## config.mk

```make
export PLATFORM = sky130hd
export DESIGN_NAME = spor_back
export DESIGN_NICKNAME = d
export VERILOG_FILES = /design/src/sv/spor_pkg.sv /design/src/sv/spor_back.sv
export SDC_FILE = /design/constraint.sdc
export NUM_CORES = 1
export LEC_CHECK = 0
export CAP_MARGIN = 10
export CELL_PAD_IN_SITES_DETAIL_PLACEMENT = 1
export CELL_PAD_IN_SITES_GLOBAL_PLACEMENT = 1
export CORE_AREA = 2 2 228 230
export CTS_BUF_LIST = sky130_fd_sc_hd__clkbuf_8
export DETAILED_ROUTE_END_ITERATION = 10
export DIE_AREA = 0 0 230 232
export DONT_BUFFER_PORTS = 1
export PLACE_DENSITY = 0.76
export RECOVER_POWER = 25
export SLEW_MARGIN = 5
export SYNTH_ARGS = -nofsm -noshare
export SYNTH_HDL_FRONTEND = slang
export SYNTH_SLANG_ARGS = --single-unit
```

## constraint.sdc

```tcl
create_clock -name clock -period 9.2 [get_ports clock]
set_input_delay 0.92 -clock clock [delete_from_list [all_inputs] [get_ports clock]]
set_output_delay 0.92 -clock clock [all_outputs]
set_load 0.01 [all_outputs]
```

## src/sv/spor_pkg.sv

```systemverilog
`timescale 1ns / 1ps
// Shared types and constants of the sphere pair overlap resolver.
// No dependencies; used by every spor_* module and the top level.
package spor_pkg;

   localparam int CoordWidth = 32;
   localparam int MagWidth = 31;
   localparam int DiamWidth = 31;
   localparam int SqWidth = 2 * MagWidth;
   localparam int D2Width = 64;
   localparam int QuotWidth = 32;
   localparam int FracBits = 16;
   localparam logic [DiamWidth-1:0] DiamReset = DiamWidth'(64'd1 << FracBits);

   localparam int SqrtIters = 32;
   localparam int SqrtStepsPerStage = 2;
   localparam int SqrtStages = SqrtIters / SqrtStepsPerStage;
   localparam int DivIters = QuotWidth;
   localparam int DivStepsPerStage = 2;
   localparam int DivStages = DivIters / DivStepsPerStage;

   localparam logic CsrDiamIdx = 1'b0;

   typedef logic [CoordWidth-1:0] coord_type;
   typedef coord_type [2:0] vec_type;
   typedef logic [MagWidth-1:0] mag_type;

   typedef struct packed {
      vec_type              a;
      vec_type              b;
      logic [2:0]           neg;
      mag_type [2:0]        mag;
      logic                 hit;
   } ctx_type;

endpackage

```

## src/sv/spor_back.sv

```systemverilog
`timescale 1ns / 1ps
// Output stage: signed push, apply to both centres, saturate, hold the result item.
// Depends on spor_pkg.
module spor_back (
   input  logic                                   clock,
   input  logic                                   reset,
   input  logic                                   ce,
   input  logic                                   in_valid,
   input  spor_pkg::ctx_type                      in_ctx,
   input  logic [2:0][spor_pkg::QuotWidth-1:0]    in_quot,
   output logic                                   out_valid,
   output spor_pkg::vec_type                      out_a,
   output spor_pkg::vec_type                      out_b,
   output logic                                   out_hit
);

   localparam int CW = spor_pkg::CoordWidth;
   localparam int SW = CW + 2;

   function automatic spor_pkg::coord_type sat(input logic [SW-1:0] v);
      if (v[SW-1:CW-1] == '0 || v[SW-1:CW-1] == '1) begin
         sat = v[CW-1:0];
      end else begin
         sat = v[SW-1] ? {1'b1, {(CW-1){1'b0}}} : {1'b0, {(CW-1){1'b1}}};
      end
   endfunction

   logic v_ff, hit_ff;
   spor_pkg::vec_type a_ff, b_ff, a_in, b_in;

   always_comb begin
      logic [SW-1:0] dx, ea, eb;
      for (int k = 0; k < 3; k++) begin
         dx = SW'(in_quot[k]);
         if (in_ctx.neg[k]) dx = -dx;
         if (!in_ctx.hit) dx = '0;
         ea = {{2{in_ctx.a[k][CW-1]}}, in_ctx.a[k]};
         eb = {{2{in_ctx.b[k][CW-1]}}, in_ctx.b[k]};
         a_in[k] = sat(ea + dx);
         b_in[k] = sat(eb - dx);
      end
   end

   always_ff @(posedge clock) begin
      if (reset) begin
         v_ff <= 1'b0;
      end else if (ce) begin
         v_ff <= in_valid;
      end
   end

   always_ff @(posedge clock) begin
      if (ce) begin
         a_ff <= a_in;
         b_ff <= b_in;
         hit_ff <= in_ctx.hit;
      end
   end

   assign out_valid = v_ff;
   assign out_a = a_ff;
   assign out_b = b_ff;
   assign out_hit = hit_ff;

endmodule

```

==> impl_metrics.toml <==
[floorplanning]
ioPinCount = 583
core_area_sq_mm = 0.05089
dieArea_sq_mm = 0.05336
start_util_pct = 40.64
die_x_microns = 230
row_count = 83
fp.dieH_microns = 232

[drt]
first_iter_violations = 1199
ant_nets = 0
drc = 0
dr_total_vias = 18170
routedWlPerCell_microns = 24.75
vias_per_cell = 5.958
dr.pass1.iters = 5
drt-total-wl_mm = 75.49

[logic_synthesis]
syn_nets = 3017
ys_warn_count = 0
yosysTopAreaCell = "edfxtp_1"
ys_top_cells_by_count = "a21oi_1, ha_1, edfxtp_1, a21o_1, o21ai_0"
synth-seq-cells = 194
synth_top_area_share_pct = 28.02
synth_flop_cell = "edfxtp_1"
syn_avg_cell_area_sq_um = 8.543
syn_area_sq_mm = 0.02068
synth.distinct_cells = 82
synth-edff-count = 193
async_flop_share_pct = 0
synth.top_cells.by_area = "edfxtp_1, ha_1, xor2_1, a21o_1, a21oi_1"
synth_cells = 2421
seq_area_frac_synth_pct = 28.12
synth_most_common_cell = "a21oi_1"

[critical_path]
crit_path_start = "in_quot[7]"
crit_buf_inv = 2
cp_slowest_cell = "o41ai_1"
ff2ff_path_depth = 2
cp_cell_sequence = "or3_1 -> or4_4 -> or4_1 -> nand2b_1 -> nand2b_1 -> o31ai_1 -> xor2_1 -> nand2b_1 -> inv_1 -> ha_1 -> nand4_1 -> or4_1 -> o41ai_1 -> a2111oi_2 -> nor4_4 -> o21ai_2 -> buf_4 -> a31o_1"
cp_common_cell = "nand2b_1"
r2r-start = "out_valid"
crit_type = "input pin to register"
critPathTopFamily = "simple AND/OR/NAND/NOR gates"
end_kind = "register"
critical_path_arrival_ns = 6.78
r2r-end = "out_valid"
path_max_fanout = 31
slowest_delay_ns = 0.77
ff2ff_setup_slack_ns = 8.56
cp-start-kind = "input pin"
worstPathRequired_ns = 9.57

[worst_hold_path]
hold_path_end = "out_valid"
whs_path_depth = 1
hp-start = "reset"
worstHoldPathType = "input pin to register"

[cts]
tritoncts = "built"
path_clk_slew_ns = 0.12
cts_sinks = 194
cts_buffers = 17
cts_resized = 0
cts_setup_buffers = 0
htree_levels = 4
clock_latency_ns = 0.59
cts_buffer_depth = 2
cts_hold_buf = 0
ctsRootBufferMaster = "clkbuf_8"

[power_and_ir_drop]
leakage_nw = 9.350
powerDensity_mw_per_mm2 = 172.2
vdd_drop_max_uv = 110.5

[layout]
post-route-util_pct = 42.58
final_nets = 2949
layout-drive-gt1-share_pct = 3.212
layoutNonFillerInstCount = 3050
area_growth_pct = 4.773

[grt]
grt_max_degree = 195
met3_usage_pct = 8.779
antenna_found_initial = 8
first_global_vias = 18580
met1_usage_pct = 33.82
grt_usage_pct = 27.73
gr-total-overflow = 0
grt_util_met2_pct = 46.05
grt_busiest_layer = "met2"
grt_pass1_wl_mm = 113.1

[timing]
finalHoldViolCount = 0
rsz0062_at_grt = "no"
fmax_mhz = 155.9
skew_ns = 0
setup_viol = 0
fin_crit_sh_pct = 69.72
maxSlewViolCount = 0
relSlewSlack_pct = 25.13
fin_ws_ns = 2.785
setup_tns_ns = 0
finalCriticalPeriod_ns = 6.415
worstMarginPinSlew_ns = 1.123

[flow_run]
drv_cap = 0

[place]
dpl_worst_slack_ns = 2.233
dp_hpwl_mm = 62.08
io_buffer_count = 0
place_congestion = 0.9895
post-place-cells = 3013

[outcome]
status = "finished, final reports clean"
==> how the worst max path moves through the flow <==
stage	end	slack [ns]	cells past startpoint
after floorplan	out_a[15]	3.23	18
after global placement	out_a[8]	2.30	18
after detailed placement	out_a[8]	2.23	18
after CTS	out_a[8]	2.90	18
after global routing	out_a[8]	2.49	18
final	out_a[8]	2.79	18
==> cell families after synthesis <==
| kind of cell | Yosys count | share of synthesized area (%) |
|---|---|---|
| xor gates and xnor gates | 270 | 11.47 |
| buffers and inverters | 249 | 4.737 |
| AOI/OAI and AO/OA | 873 | 26.98 |
| muxes | 1 | 0.04840 |
| and+or+nand+nor | 627 | 15.91 |
| DFF | 194 | 28.12 |
| adders and majority gates | 207 | 12.74 |
==> metrics by stage <==
| stage | hold slack, ns | total power [mW] | area [sq um] |
|---|---|---|---|
| floorplan | 0.5279 | 2.639 | 20680 |
| CTS | 0.3243 | 3.749 | 21640 |
| global placement | 0.5473 | 3.041 | 21210 |
| detailed placement | 0.5688 | 3.084 | 21210 |
| finish | 0.3747 | 3.733 | 21670 |
| global route | 0.3458 | 3.955 | 21660 |
==> where the power goes <==
group	internal [mW]	switching [mW]	total [mW]
combinational	0.609	0.925	1.53
sequential	1.30	0.253	1.55
clock	0.237	0.411	0.649
==> layout by cell type, fill, tap and decap left out, types with 14 or more instances in the layout <==
cell type  synthesis  routed
nor4_1            14      14
nand4_1           27      27
edfxtp_1         193     193
a211oi_1          15      15
o41ai_1           18      18
o21ai_1           44      44
nand2_1          171     171
o21a_1            31      31
inv_1            151     151
nand3_1           37      37
o21bai_1          29      29
a31oi_1           28      28
or3_1             18      18
a21oi_1          203     201
nand2b_1         126     126
clkbuf_8           0      17
o211ai_1          22      22
nor2_1            97      97
nor3_1            31      31
xnor2_1          108     108
o31ai_1           47      47
o21ai_0          179     178
xor2_1           161     161
nor2b_1           32      32
a21o_1           181     181
ha_1             201     201
==> final cells by class <==
class	instances	area, sq um
tap	680	850.8
multi-input combinational	1978	13900
clock buffer	17	234.0
timing repair buffer	11	90.09
fill	6010	29220
antenna	4	10.01
inverter	151	566.8
clock inverter	15	203.9
sequential	194	5816
==> flip-flops by register name (all words and copies together) (netlist names) <==
signal	flops
out_hit	1
out_a	96
out_valid	1
out_b	96
==> routing by layer <==
layer / vias to the layer above / wire [microns]
li1: 8766 / -
met1: 8808 / 31920
met2: 495 / 35410
met3: 94 / 5959
met4: 10 / 2136
met5: - / 69
Note: power is estimated with default switching activity, not from simulation.
